`src/sv/bdpc_pkg.sv`:
```
`timescale 1ns / 1ps

package bdpc_pkg;

    localparam int unsigned TIME_W = 32;
    localparam int unsigned CFG_W  = 16;
    localparam int unsigned IDX_W  = 2;

    localparam int unsigned IN_TDATA_W  = 40;
    localparam int unsigned OUT_TDATA_W = 8;

    localparam logic [CFG_W-1:0] DEBOUNCE_RST   = 16'd50;
    localparam logic [CFG_W-1:0] LONG_PRESS_RST = 16'd1000;

    localparam logic [IDX_W-1:0] REG_DEBOUNCE   = 2'd0;
    localparam logic [IDX_W-1:0] REG_LONG_PRESS = 2'd1;

    typedef enum logic [1:0] {
        EV_NONE  = 2'd0,
        EV_SHORT = 2'd1,
        EV_LONG  = 2'd2
    } ev_t;

    typedef struct packed {
        logic [CFG_W-1:0] debounce_time;
        logic [CFG_W-1:0] long_press_time;
    } cfg_t;

    typedef struct packed {
        logic              take_event;
        logic [TIME_W-1:0] now_ms;
        logic              raw_pressed;
    } in_word_t;

    typedef struct packed {
        logic pressed;
        ev_t  event_res;
    } res_t;

endpackage

```
`src/sv/button_debounce_press_classifier.sv`:
```
`timescale 1ns / 1ps

// Channel   Direction  Word layout (lowest bit first)
// s_axis    in         raw_pressed [0], now_ms [32:1], take_event [33], zero [39:34]
// m_axis    out        event_res [1:0], pressed [2], zero [7:3]
// cfg       in         cfg_index 0 debounce_time, 1 long_press_time; no read-back
//
// Each word passes through an input register and then a result register, and its result
// is offered on m_axis once it sits in the result register; one word is taken per cycle
// while m_axis does not stall.
// The button state is updated in the cycle a word moves from the input register to the
// result register. When m_axis stalls, the result register holds and the input register
// still takes one more word. Reset restores register defaults, clears valids and core state.

module button_debounce_press_classifier
(
    input  logic                             clk,
    input  logic                             rst_n,
    input  logic                             s_axis_tvalid,
    output logic                             s_axis_tready,
    input  logic [bdpc_pkg::IN_TDATA_W-1:0]  s_axis_tdata,  // raw_pressed, now_ms, take_event
    output logic                             m_axis_tvalid,
    input  logic                             m_axis_tready,
    output logic [bdpc_pkg::OUT_TDATA_W-1:0] m_axis_tdata,  // event_res, pressed
    input  logic                             cfg_wr_en,
    input  logic [bdpc_pkg::IDX_W-1:0]       cfg_index,
    input  logic [bdpc_pkg::CFG_W-1:0]       cfg_data
);
    import bdpc_pkg::*;

    localparam int unsigned IN_W = $bits(in_word_t);
    localparam int unsigned RES_W = $bits(res_t);

    cfg_t     cfg;
    res_t     res;
    logic     step;
    logic     in_take;

    logic     in_vld_reg;
    logic     in_vld_next;
    in_word_t in_word_reg;
    logic     out_vld_reg;
    logic     out_vld_next;
    res_t     out_res_reg;

    bdpc_cfg u_cfg
    (
        .clk      (clk),
        .rst_n    (rst_n),
        .wr_en    (cfg_wr_en),
        .wr_index (cfg_index),
        .wr_data  (cfg_data),
        .cfg      (cfg)
    );

    bdpc_core u_core
    (
        .clk   (clk),
        .rst_n (rst_n),
        .step  (step),
        .word  (in_word_reg),
        .cfg   (cfg),
        .res   (res)
    );

    assign step          = in_vld_reg && (!out_vld_reg || m_axis_tready);
    assign s_axis_tready = !in_vld_reg || step;
    assign in_take       = s_axis_tvalid && s_axis_tready;

    always_comb
    begin
        in_vld_next  = in_take || (in_vld_reg && !step);
        out_vld_next = step || (out_vld_reg && !m_axis_tready);
    end

    always_ff @(posedge clk or negedge rst_n)
    begin
        if (!rst_n)
        begin
            in_vld_reg  <= 1'b0;
            out_vld_reg <= 1'b0;
        end
        else
        begin
            in_vld_reg  <= in_vld_next;
            out_vld_reg <= out_vld_next;
        end
    end

    always_ff @(posedge clk)
    begin
        if (in_take)
        begin
            in_word_reg <= in_word_t'(s_axis_tdata[IN_W-1:0]);
        end
        if (step)
        begin
            out_res_reg <= res;
        end
    end

    assign m_axis_tvalid = out_vld_reg;
    assign m_axis_tdata  = {{(OUT_TDATA_W-RES_W){1'b0}}, out_res_reg};

endmodule

```
`src/sv/bdpc_cfg.sv`:
```
`timescale 1ns / 1ps

module bdpc_cfg
(
    input  logic                        clk,
    input  logic                        rst_n,
    input  logic                        wr_en,
    input  logic [bdpc_pkg::IDX_W-1:0]  wr_index,
    input  logic [bdpc_pkg::CFG_W-1:0]  wr_data,
    output bdpc_pkg::cfg_t              cfg
);
    import bdpc_pkg::*;

    cfg_t cfg_reg;
    cfg_t cfg_next;

    always_comb
    begin
        cfg_next = cfg_reg;
        if (wr_en)
        begin
            case (wr_index)
                REG_DEBOUNCE:   cfg_next.debounce_time   = wr_data;
                REG_LONG_PRESS: cfg_next.long_press_time = wr_data;
                default:        cfg_next = cfg_reg;
            endcase
        end
    end

    always_ff @(posedge clk or negedge rst_n)
    begin
        if (!rst_n)
        begin
            cfg_reg.debounce_time   <= DEBOUNCE_RST;
            cfg_reg.long_press_time <= LONG_PRESS_RST;
        end
        else
        begin
            cfg_reg <= cfg_next;
        end
    end

    assign cfg = cfg_reg;

endmodule

```
`src/sv/bdpc_core.sv`:
```
`timescale 1ns / 1ps

module bdpc_core
(
    input  logic                clk,
    input  logic                rst_n,
    input  logic                step,
    input  bdpc_pkg::in_word_t  word,
    input  bdpc_pkg::cfg_t      cfg,
    output bdpc_pkg::res_t      res
);
    import bdpc_pkg::*;

    logic              last_raw_reg;
    logic              last_raw_next;
    logic              stable_reg;
    logic              stable_next;
    logic [TIME_W-1:0] change_stamp_reg;
    logic [TIME_W-1:0] change_stamp_next;
    logic [TIME_W-1:0] press_stamp_reg;
    logic [TIME_W-1:0] press_stamp_next;
    logic              held_reg;
    logic              held_next;
    logic              long_fired_reg;
    logic              long_fired_next;
    ev_t               pending_reg;
    ev_t               pending_next;

    logic              settled;
    logic              rise;
    logic              fall;
    logic              long_hit;
    logic [TIME_W-1:0] since_change;
    logic [TIME_W-1:0] since_press;
    ev_t               ev;

    always_comb
    begin
        last_raw_next     = word.raw_pressed;
        change_stamp_next = (word.raw_pressed != last_raw_reg) ? word.now_ms : change_stamp_reg;
        since_change      = word.now_ms - change_stamp_next;
        settled           = since_change >= {{(TIME_W-CFG_W){1'b0}}, cfg.debounce_time};

        rise = settled && word.raw_pressed && !stable_reg;
        fall = settled && !word.raw_pressed && stable_reg;

        stable_next      = settled ? word.raw_pressed : stable_reg;
        press_stamp_next = rise ? word.now_ms : press_stamp_reg;
        held_next        = rise ? 1'b1 : held_reg;
        long_fired_next  = rise ? 1'b0 : long_fired_reg;

        since_press = word.now_ms - press_stamp_next;
        long_hit    = settled && word.raw_pressed && held_next && !long_fired_next
                      && (since_press >= {{(TIME_W-CFG_W){1'b0}}, cfg.long_press_time});

        ev = pending_reg;
        if (long_hit)
        begin
            ev              = EV_LONG;
            long_fired_next = 1'b1;
        end
        if (fall)
        begin
            held_next = 1'b0;
            if (!long_fired_next)
            begin
                ev = EV_SHORT;
            end
        end

        pending_next = word.take_event ? EV_NONE : ev;
    end

    always_ff @(posedge clk or negedge rst_n)
    begin
        if (!rst_n)
        begin
            last_raw_reg     <= 1'b0;
            stable_reg       <= 1'b0;
            change_stamp_reg <= '0;
            press_stamp_reg  <= '0;
            held_reg         <= 1'b0;
            long_fired_reg   <= 1'b0;
            pending_reg      <= EV_NONE;
        end
        else if (step)
        begin
            last_raw_reg     <= last_raw_next;
            stable_reg       <= stable_next;
            change_stamp_reg <= change_stamp_next;
            press_stamp_reg  <= press_stamp_next;
            held_reg         <= held_next;
            long_fired_reg   <= long_fired_next;
            pending_reg      <= pending_next;
        end
    end

    assign res.event_res = ev;
    assign res.pressed   = stable_next;

endmodule

```
`config.mk`:
```
export PLATFORM = sky130hd
export DESIGN_NAME = button_debounce_press_classifier
export DESIGN_NICKNAME = d
export VERILOG_FILES = /design/src/sv/bdpc_pkg.sv /design/src/sv/button_debounce_press_classifier.sv /design/src/sv/bdpc_cfg.sv /design/src/sv/bdpc_core.sv
export SDC_FILE = /design/constraint.sdc
export NUM_CORES = 1
export LEC_CHECK = 0
export BUFFER_PORTS_ARGS = -buffer_cell sky130_fd_sc_hd__buf_2
export CELL_PAD_IN_SITES_DETAIL_PLACEMENT = 1
export CELL_PAD_IN_SITES_GLOBAL_PLACEMENT = 1
export CORE_MARGIN = 5
export CORE_UTILIZATION = 49
export CTS_BUF_LIST = sky130_fd_sc_hd__clkbuf_4
export CTS_CLUSTER_SIZE = 40
export DETAILED_ROUTE_END_ITERATION = 7
export MAX_ROUTING_LAYER = met4
export PLACE_DENSITY_LB_ADDON = 0.1
export SYNTH_ARGS = -nofsm -noshare
export SYNTH_HDL_FRONTEND = slang
export SYNTH_HIERARCHICAL = 1
export SYNTH_SLANG_ARGS = --single-unit
```
`constraint.sdc`:
```
create_clock -name clk -period 14.6 [get_ports clk]
set_input_delay 1.46 -clock clk [delete_from_list [all_inputs] [get_ports clk]]
set_output_delay 1.46 -clock clk [all_outputs]
set_load 0.03 [all_outputs]
```
==> results.md, run 1 <==
* Number of cells upsized or downsized after cts at 0
* Basic-gate share of the synthesized area counting and, or, nand and nor cells at 16.20%
* Area added between synthesis and finish at 6.522%
* Netlist Area Pre-Place at 10,900 um2
* Final count of pins violating max slew at 0
* GR Util All Layers at 25.08%
* Layout fillers at 2,626
* Detailed Route Iter0 Violations at 596
* Highest achievable clock rate at 72.80 MHz
* Flop-to-flop setup slack at 860 ps
* Iteration count of the initial detailed-routing pass at 5
* Average routed wire per standard cell at 20.37 um
* Post CTS Setup Buffer Count at 0
* Fraction of final layout cells with drive strength greater than 1 at 16.06%
* CP dominant cell by count: a21oi_1
* Number of global-route vias before repair at 9,280
* Die area at 25,320 um2
* Result of the run: complete, no violations
* Avg Synthesized Cell Area at 9.119 um2
* Fraction of power consumed by the clock network at 12.2%
* WS Path Type: flop to flop
* CORE AREA at 21,890 um2
* Remaining number of nets flagged by the antenna check after routing at 0
* Fraction of the cycle the final worst path needs at 94.08%
* Actual slew at the worst max-slew pin at 1157 ps
* Synthesized flop and latch total at 141
* CTS Root Cell: clkbuf_4
* Arrival time at the worst endpoint at 14,010 ps
* Max incr delay on CP at 750 ps
* Crit-path slowest cell: o41ai_1
* Post-layout minimum cycle time at 13,740 ps
* Net switching share of the total power at 47.45%
* Maximum number of pins on one net before global-route repair at 65
* IR Drop Worst-Case VDD at 0.06383 mV
* Crit. End Element: flop
* First-pass GRT wire length at 50,230 um
* Sequential power share at 29.0%
* Num CTS Buffers at 17
* Crit Path Max Fanout at 16
* Area share of the largest cell type after synthesis at 21.82%
* Worst clock skew on the final layout at 35.54 ps
* Final hold violation count at 0
* Detailed-route DRC error count at 0
* Pwr Density at 171.6 nW/um2
* Required arrival time at the worst endpoint at 14,880 ps
* Critical path launch point type: flop
* Largest family of logic cells by synthesized area: compound AO/OA/AOI/OAI gates
* Yosys warnings at 6
* Width of the die at 159.1 um
* Leakage at 0.005116 uW
* Clock slew at the register clock pins of the worst setup and hold paths at 140 ps
* Total of max-cap violations at 0
* Sequential-to-total area share from yosys stat at 34.18%
* Commonest non-fill, non-tap cell in the layout: a21oi_1
* Number of primary I/O pins at 73
* Number of nets in the layout at 1,371
* Bufs on Longest Clock Path at 2
* TritonCTS Sinks at 141
* Port Buffer Count at 61
* Share of power burned in combinational logic at 58.7%
* FF-to-FF Start: in_word_reg[0]
* Post-synthesis share of cell area spent on full adders, half adders and majority gates at 10.98%
* Source-to-sink clock delay at the later pin of the worst-skew pair at 570 ps
* Worst-case reg-to-reg path depth at 50
* Number of buffers inserted for hold repair after clock tree synthesis at 0
* Primary flip-flop cell chosen by synthesis mapping: dfrtp_1
* Clock tree from TritonCTS: yes
* Number of enable flip-flop cells after synthesis at 37
* Switching power of the nets at 945.1 uW
* Worst hold path class: flop to flop
* Starting density of the core at 49.78%
* Cell variety after synth at 84
* Worst slew margin relative to its limit at 22.56%
* Chip Height at 159.1 um
* Post-Route WL at 30,970 um
* Syn Inst Count at 1,195
* Number of setup violations in the final report at 0
* Flip-flop count of the largest register, all copies and words added at 34
* Vias per inst at 5.935
* Number of standard-cell rows in the floorplan at 54
* CP endpoint: m_axis_tdata[1]
* Most area-consuming cells after synthesis: dfrtp_1, edfxtp_1, ha_1
* Antenna violations before repair at 1
* Share of synthesized area spent on multiplexers at 10.54%
* Cell-internal power at 1047 uW
* Critical register-to-register path endpoint: m_axis_tdata[1]
* Asr flop ratio synth at 73.76%
* Routability cong. at 0.9385
* Detailed-route via count at 9,021
* Setup TNS after final layout at 0 ps
* Placed wire-length estimate at 24,380 um
* Post-synthesis cell type with the largest combined area: dfrtp_1
* Number of levels the H-tree was split into at 4
* Global route total overflow at 0
* Tot Pwr at 1992 uW
* Compound-gate portion of the synthesized area at 18.64%
* XOR/XNOR Fraction of Synth Area at 4.559%
* Setup repair after global routing missed its margin: no
* Highest-count cells in the layout ignoring fill and taps: a21oi_1, nor2_1, dfrtp_1, nand2_1, ha_1
* Worst setup startpoint: in_word_reg[0]
## power groups by stage
stage                     Clock, uW  Combinational [uW]  Sequential (uW)
after floorplan                   0                 872              559
after global placement            0                1120              579
after detailed placement          0                1150              588
after CTS                       256                1160              579
after global routing            274                1300              593
final                           244                1170              579
## cell usage after synthesis, drive strengths merged (4+ instances only)
| cell type | n |
|---|---|
| nor3b | 6 |
| dfrtp | 95 |
| xor2 | 15 |
| mux2i | 45 |
| inv | 66 |
| ha | 81 |
| o211ai | 6 |
| a41o | 4 |
| a31oi | 6 |
| a21oi | 122 |
| nand2 | 95 |
| a21boi | 4 |
| o22ai | 6 |
| a21o | 25 |
| maj3 | 16 |
| nand2b | 31 |
| nor2 | 96 |
| xnor2 | 40 |
| o31ai | 6 |
| mux2 | 62 |
| a211o | 4 |
| nand3 | 21 |
| clkbuf | 33 |
| a221o | 4 |
| o2111ai | 4 |
| dfstp | 9 |
| nor4 | 7 |
| buf | 26 |
| and2 | 10 |
| edfxtp | 37 |
| o21a | 10 |
| o21bai | 9 |
| nor3 | 14 |
| o21ai | 72 |
| a211oi | 7 |
| nand4 | 16 |
| or3 | 7 |
| nor2b | 19 |
| and3 | 6 |
| a31o | 7 |
## kinds of logic after synthesis
logic type      count (synthesis)
fa+ha+maj                      98
buf+inv                       125
mux                           107
compound gates                322
xor+xnor                       55
simple gates                  346
flops                         141
other cells                     1
## worst max-delay path: cells and delay by family (launching register included)
family | cells | cell delay, ps
adders and majority gates | 7 | 2160
DFF | 1 | 630
xor gates and xnor gates | 3 | 690
and+or+nand+nor | 11 | 3470
buffers and inverters | 1 | 60
AOI/OAI and AO/OA | 27 | 6160
muxes | 1 | 250
## routing by layer
| metal | GRT usage, % | wire (um) | vias to the layer above |
|---|---|---|---|
| li1 | - | - | 4380 |
| met1 | 35.63 | 15540 | 4463 |
| met2 | 38.72 | 14140 | 154 |
| met3 | 3.572 | 979 | 24 |
| met4 | 4.808 | 311 | 0 |
| met5 | - | 0 | - |
## final cells by class
type	count	area (um2)	area share [%]
Clock inverter	15	125.1	1.078
Clock buffer	17	127.6	1.099
Inverter	66	247.7	2.134
Multi-Input combinational cell	933	6676	57.52
Tap cell	280	350.3	3.018
Timing Repair Buffer	67	352.8	3.040
Antenna cell	1	2.502	0.02156
Sequential cell	141	3725	32.09
## stage by stage
stage	instances	area [um2]	hold WS (ps)	worst slack [ps]	util (%)
after global placement	1487	11350	462.7	1438	51.86
after global routing	1520	11610	525.4	83.10	53.02
after floorplan	1199	10910	449.7	2737	-
after detailed placement	1487	11350	475.7	1140	51.86
final	1520	11610	500.3	864.2	53.02
after CTS	1519	11600	504.9	1069	53.01
## how the worst min path moves through the flow
stage | depth (start not counted) | start | endpoint | slack [ps]
2_1_floorplan | 2 | u_core/press_stamp_reg[0] | u_core/press_stamp_reg[0] | 450
3_3_place_gp | 2 | u_core/press_stamp_reg[4] | u_core/press_stamp_reg[4] | 460
3_5_place_dp | 2 | u_core/press_stamp_reg[0] | u_core/press_stamp_reg[0] | 480
4_1_cts | 2 | u_core/press_stamp_reg[0] | u_core/press_stamp_reg[0] | 500
5_1_grt | 2 | u_core/press_stamp_reg[0] | u_core/press_stamp_reg[0] | 530
6_report | 2 | u_core/press_stamp_reg[0] | u_core/press_stamp_reg[0] | 500
Note: power is estimated with default switching activity, not from simulation.
==> inputs of run 2 (changes only) <==
--- a/config.mk
+++ b/config.mk
@@ -8,6 +8,7 @@
 export BUFFER_PORTS_ARGS = -buffer_cell sky130_fd_sc_hd__buf_2
 export CELL_PAD_IN_SITES_DETAIL_PLACEMENT = 1
 export CELL_PAD_IN_SITES_GLOBAL_PLACEMENT = 1
+export CORE_ASPECT_RATIO = 0.5
 export CORE_MARGIN = 5
 export CORE_UTILIZATION = 49
 export CTS_BUF_LIST = sky130_fd_sc_hd__clkbuf_4
==> run 2 against run 1 <==
  * Design area increased by 0.83%
  * Worst setup slack improved by 220 ps
  * First-iteration DRC count increased by 0.67%
==> results.md, run 2 (synthesized netlist as in run 1, its figures left out) <==
* Result of the run: complete, no violations
* Num CTS Buffers at 17 (unchanged)
* Port Buffer Count at 61 (unchanged)
* Layout fillers at 2,580 (-1.8%)
* Required arrival time at the worst endpoint at 14,940 ps (+60 ps)
* Post CTS Setup Buffer Count at 0 (unchanged)
* Highest achievable clock rate at 73.98 MHz (+1.6%)
* Area post-placement at 11,400 um2 (+0.42%)
* Detailed Route Iter0 Violations at 600 (+0.67%)
* Number of buffers inserted for hold repair after clock tree synthesis at 0 (unchanged)
* Worst Path Buf+Inv at 1 (unchanged)
* TritonCTS Sinks at 141 (unchanged)
* Average routed wire per standard cell at 21.64 um (+6.2%)
* Routability cong. at 0.9001 (-4.1%)
* Number of setup violations in the final report at 0 (unchanged)
* Max incr delay on CP at 770 ps (+20 ps)
* Number of diodes added for antenna fixing at 0 (-1)
* Worst clock skew on the final layout at 31.01 ps (-4.528 ps)
* Clock slew at the register clock pins of the worst setup and hold paths at 150 ps (about the same)
* Crit. End Element: flop
* Number of standard-cell rows in the floorplan at 38 (-30%)
* Flop-to-flop setup slack at 1080 ps (+220 ps)
* Clock tree from TritonCTS: yes
* Final hold violation count at 0 (unchanged)
* Area added between synthesis and finish at 7.406%
* Worst-case reg-to-reg path depth at 49 (-2.0%)
* Iteration count of the initial detailed-routing pass at 5 (unchanged)
* Antenna violations before repair at 0 (-1)
* CORE AREA at 21,780 um2 (-0.53%)
* Crit path setup slack, layout at 1083 ps (+218.7 ps)
* Number of gates on the worst path with buffers counted at 49 (-2.0%)
* Arrival time at the worst endpoint at 13,860 ps (-150 ps)
* GR Util All Layers at 27.32% (+2.2 points)
* Number of global-route vias before repair at 9,579 (+3.2%)
* Number of nets in the layout at 1,374 (+0.22%)
* Share of the core filled with cells in the final layout at 53.75% (+0.72 points)
* Chip Height at 115.4 um (-27%)
* Final count of pins violating max slew at 0 (unchanged)
* Leakage at 0.005170 uW (+1.1%)
* Placed wire-length estimate at 26,000 um (+6.7%)
* WS Path Type: flop to flop
* Starting density of the core at 50.04% (+0.26 points)
* Detailed-route via count at 9,215 (+2.2%)
* First-pass GRT wire length at 53,190 um (+5.9%)
* Actual slew at the worst max-slew pin at 948.0 ps (-209.2 ps)
* Global route total overflow at 0 (unchanged)
* CTS Root Cell: clkbuf_4
* Critical register-to-register path endpoint: m_axis_tdata[1]
* Vias per inst at 5.976 (+0.69%)
* Number of cells upsized or downsized after cts at 0 (unchanged)
* Crit Path Max Fanout at 23 (+7)
* Width of the die at 220.9 um (+39%)
* Crit-path slowest cell: a2111oi_0
* Fraction of the cycle the final worst path needs at 92.58% (-1.5 points)
* Pwr Density at 176.0 nW/um2 (+2.6%)
* Dpl ws at 840.1 ps (-300.1 ps)
* Setup TNS after final layout at 0 ps (unchanged)
* Setup repair after global routing missed its margin: no
* Post-route design area at 11,700 um2 (+0.83%)
* Worst setup startpoint: in_word_reg[0]
* Post-layout minimum cycle time at 13,520 ps (-218.7 ps)
* Fraction of final layout cells with drive strength greater than 1 at 16.59% (+0.52 points)
* Worst slew margin relative to its limit at 36.80% (+14 points)
* Flip-flop count of the largest register, all copies and words added at 34 (unchanged)
* Number of levels the H-tree was split into at 4 (unchanged)
* CP endpoint: m_axis_tdata[1]
* CP delay by family, top: compound AO/OA/AOI/OAI gates
* Detailed-route DRC error count at 0 (unchanged)
* Highest-count cells in the layout ignoring fill and taps: a21oi_1, nor2_1, dfrtp_1
* IR Drop Worst-Case VDD at 0.09411 mV (+47%)
* Total of max-cap violations at 0 (unchanged)
* Worst hold path class: flop to flop
* Maximum number of pins on one net before global-route repair at 71 (+9.2%)
* Worst Min Path Start: u_core/press_stamp_reg[3]
* Critical path launch point type: flop
* Bufs on Longest Clock Path at 2 (unchanged)
* Post-Route WL at 33,370 um (+7.7%)
* CP dominant cell by count: a21oi_1
* Remaining number of nets flagged by the antenna check after routing at 0 (unchanged)
* Die area at 25,500 um2 (+0.71%)
* Commonest non-fill, non-tap cell in the layout: a21oi_1
* Source-to-sink clock delay at the later pin of the worst-skew pair at 610 ps (+40 ps)
* FF-to-FF Start: in_word_reg[0]
* Number of primary I/O pins at 73 (unchanged)
run 2: cell count changes in the layout (fill, tap and decap cells not counted), sizes merged:
| cell | change |
|---|---|
| clkinvlp | -3 |
| clkinv | +1 |
| diode | -1 |
| buf | +3 |
| bufinv | +2 |
| clkbuf | +1 |
| inv | -1 |
run 2: cell type report:
| class | count | area (um2) | share of cell area, % |
|---|---|---|---|
| multi-input combinational | 933 | 6686 | 57.13 |
| inverter | 66 | 247.7 | 2.117 |
| tap | 300 | 375.4 | 3.207 |
| timing repair buffer | 70 | 375.4 | 3.207 |
| clock buffer | 18 | 135.1 | 1.155 |
| sequential | 141 | 3725 | 31.83 |
| clock inverter | 14 | 158.9 | 1.358 |
run 2: worst min-delay path by stage:
stage               cells past startpoint  slack [ps]                   endpoint
CTS                                     2         510  u_core/press_stamp_reg[4]
global route                            2         540  u_core/press_stamp_reg[0]
finish                                  2         510  u_core/press_stamp_reg[3]
global placement                        2         460  u_core/press_stamp_reg[0]
floorplan                               2         450  u_core/press_stamp_reg[0]
detailed placement                      2         480  u_core/press_stamp_reg[3]
run 2: power breakdown:
group,leakage (uW),total [uW],switching [uW],internal [uW]
combinational,0.00344,1200,725,477
clock,0.000166,278,170,108
sequential,0.00156,579,76.5,503
run 2: worst min-delay path: stages, from the launching register on:
cell	delay, ps
dfrtp_1	370
nand2_1	50
o21ai_0	60
run 2: per-layer routing:
layer  routed length [um]  GRT usage, %  up-vias
met5                    0             -        -
met4                  422         5.739        0
met3                 1463         6.150       31
met2                15280         43.09      195
met1                16200         36.73     4602
li1                     -             -     4387
run 2: metrics by stage:
step / total power [uW] / cells / hold WS [ps]
5_1_grt: 2226 / 1542 / 537.4
6_report: 2060 / 1542 / 511.1
2_1_floorplan: 1432 / 1199 / 449.7
3_5_place_dp: 1765 / 1510 / 481.9
4_1_cts: 2057 / 1542 / 514.7
3_3_place_gp: 1709 / 1510 / 464.7
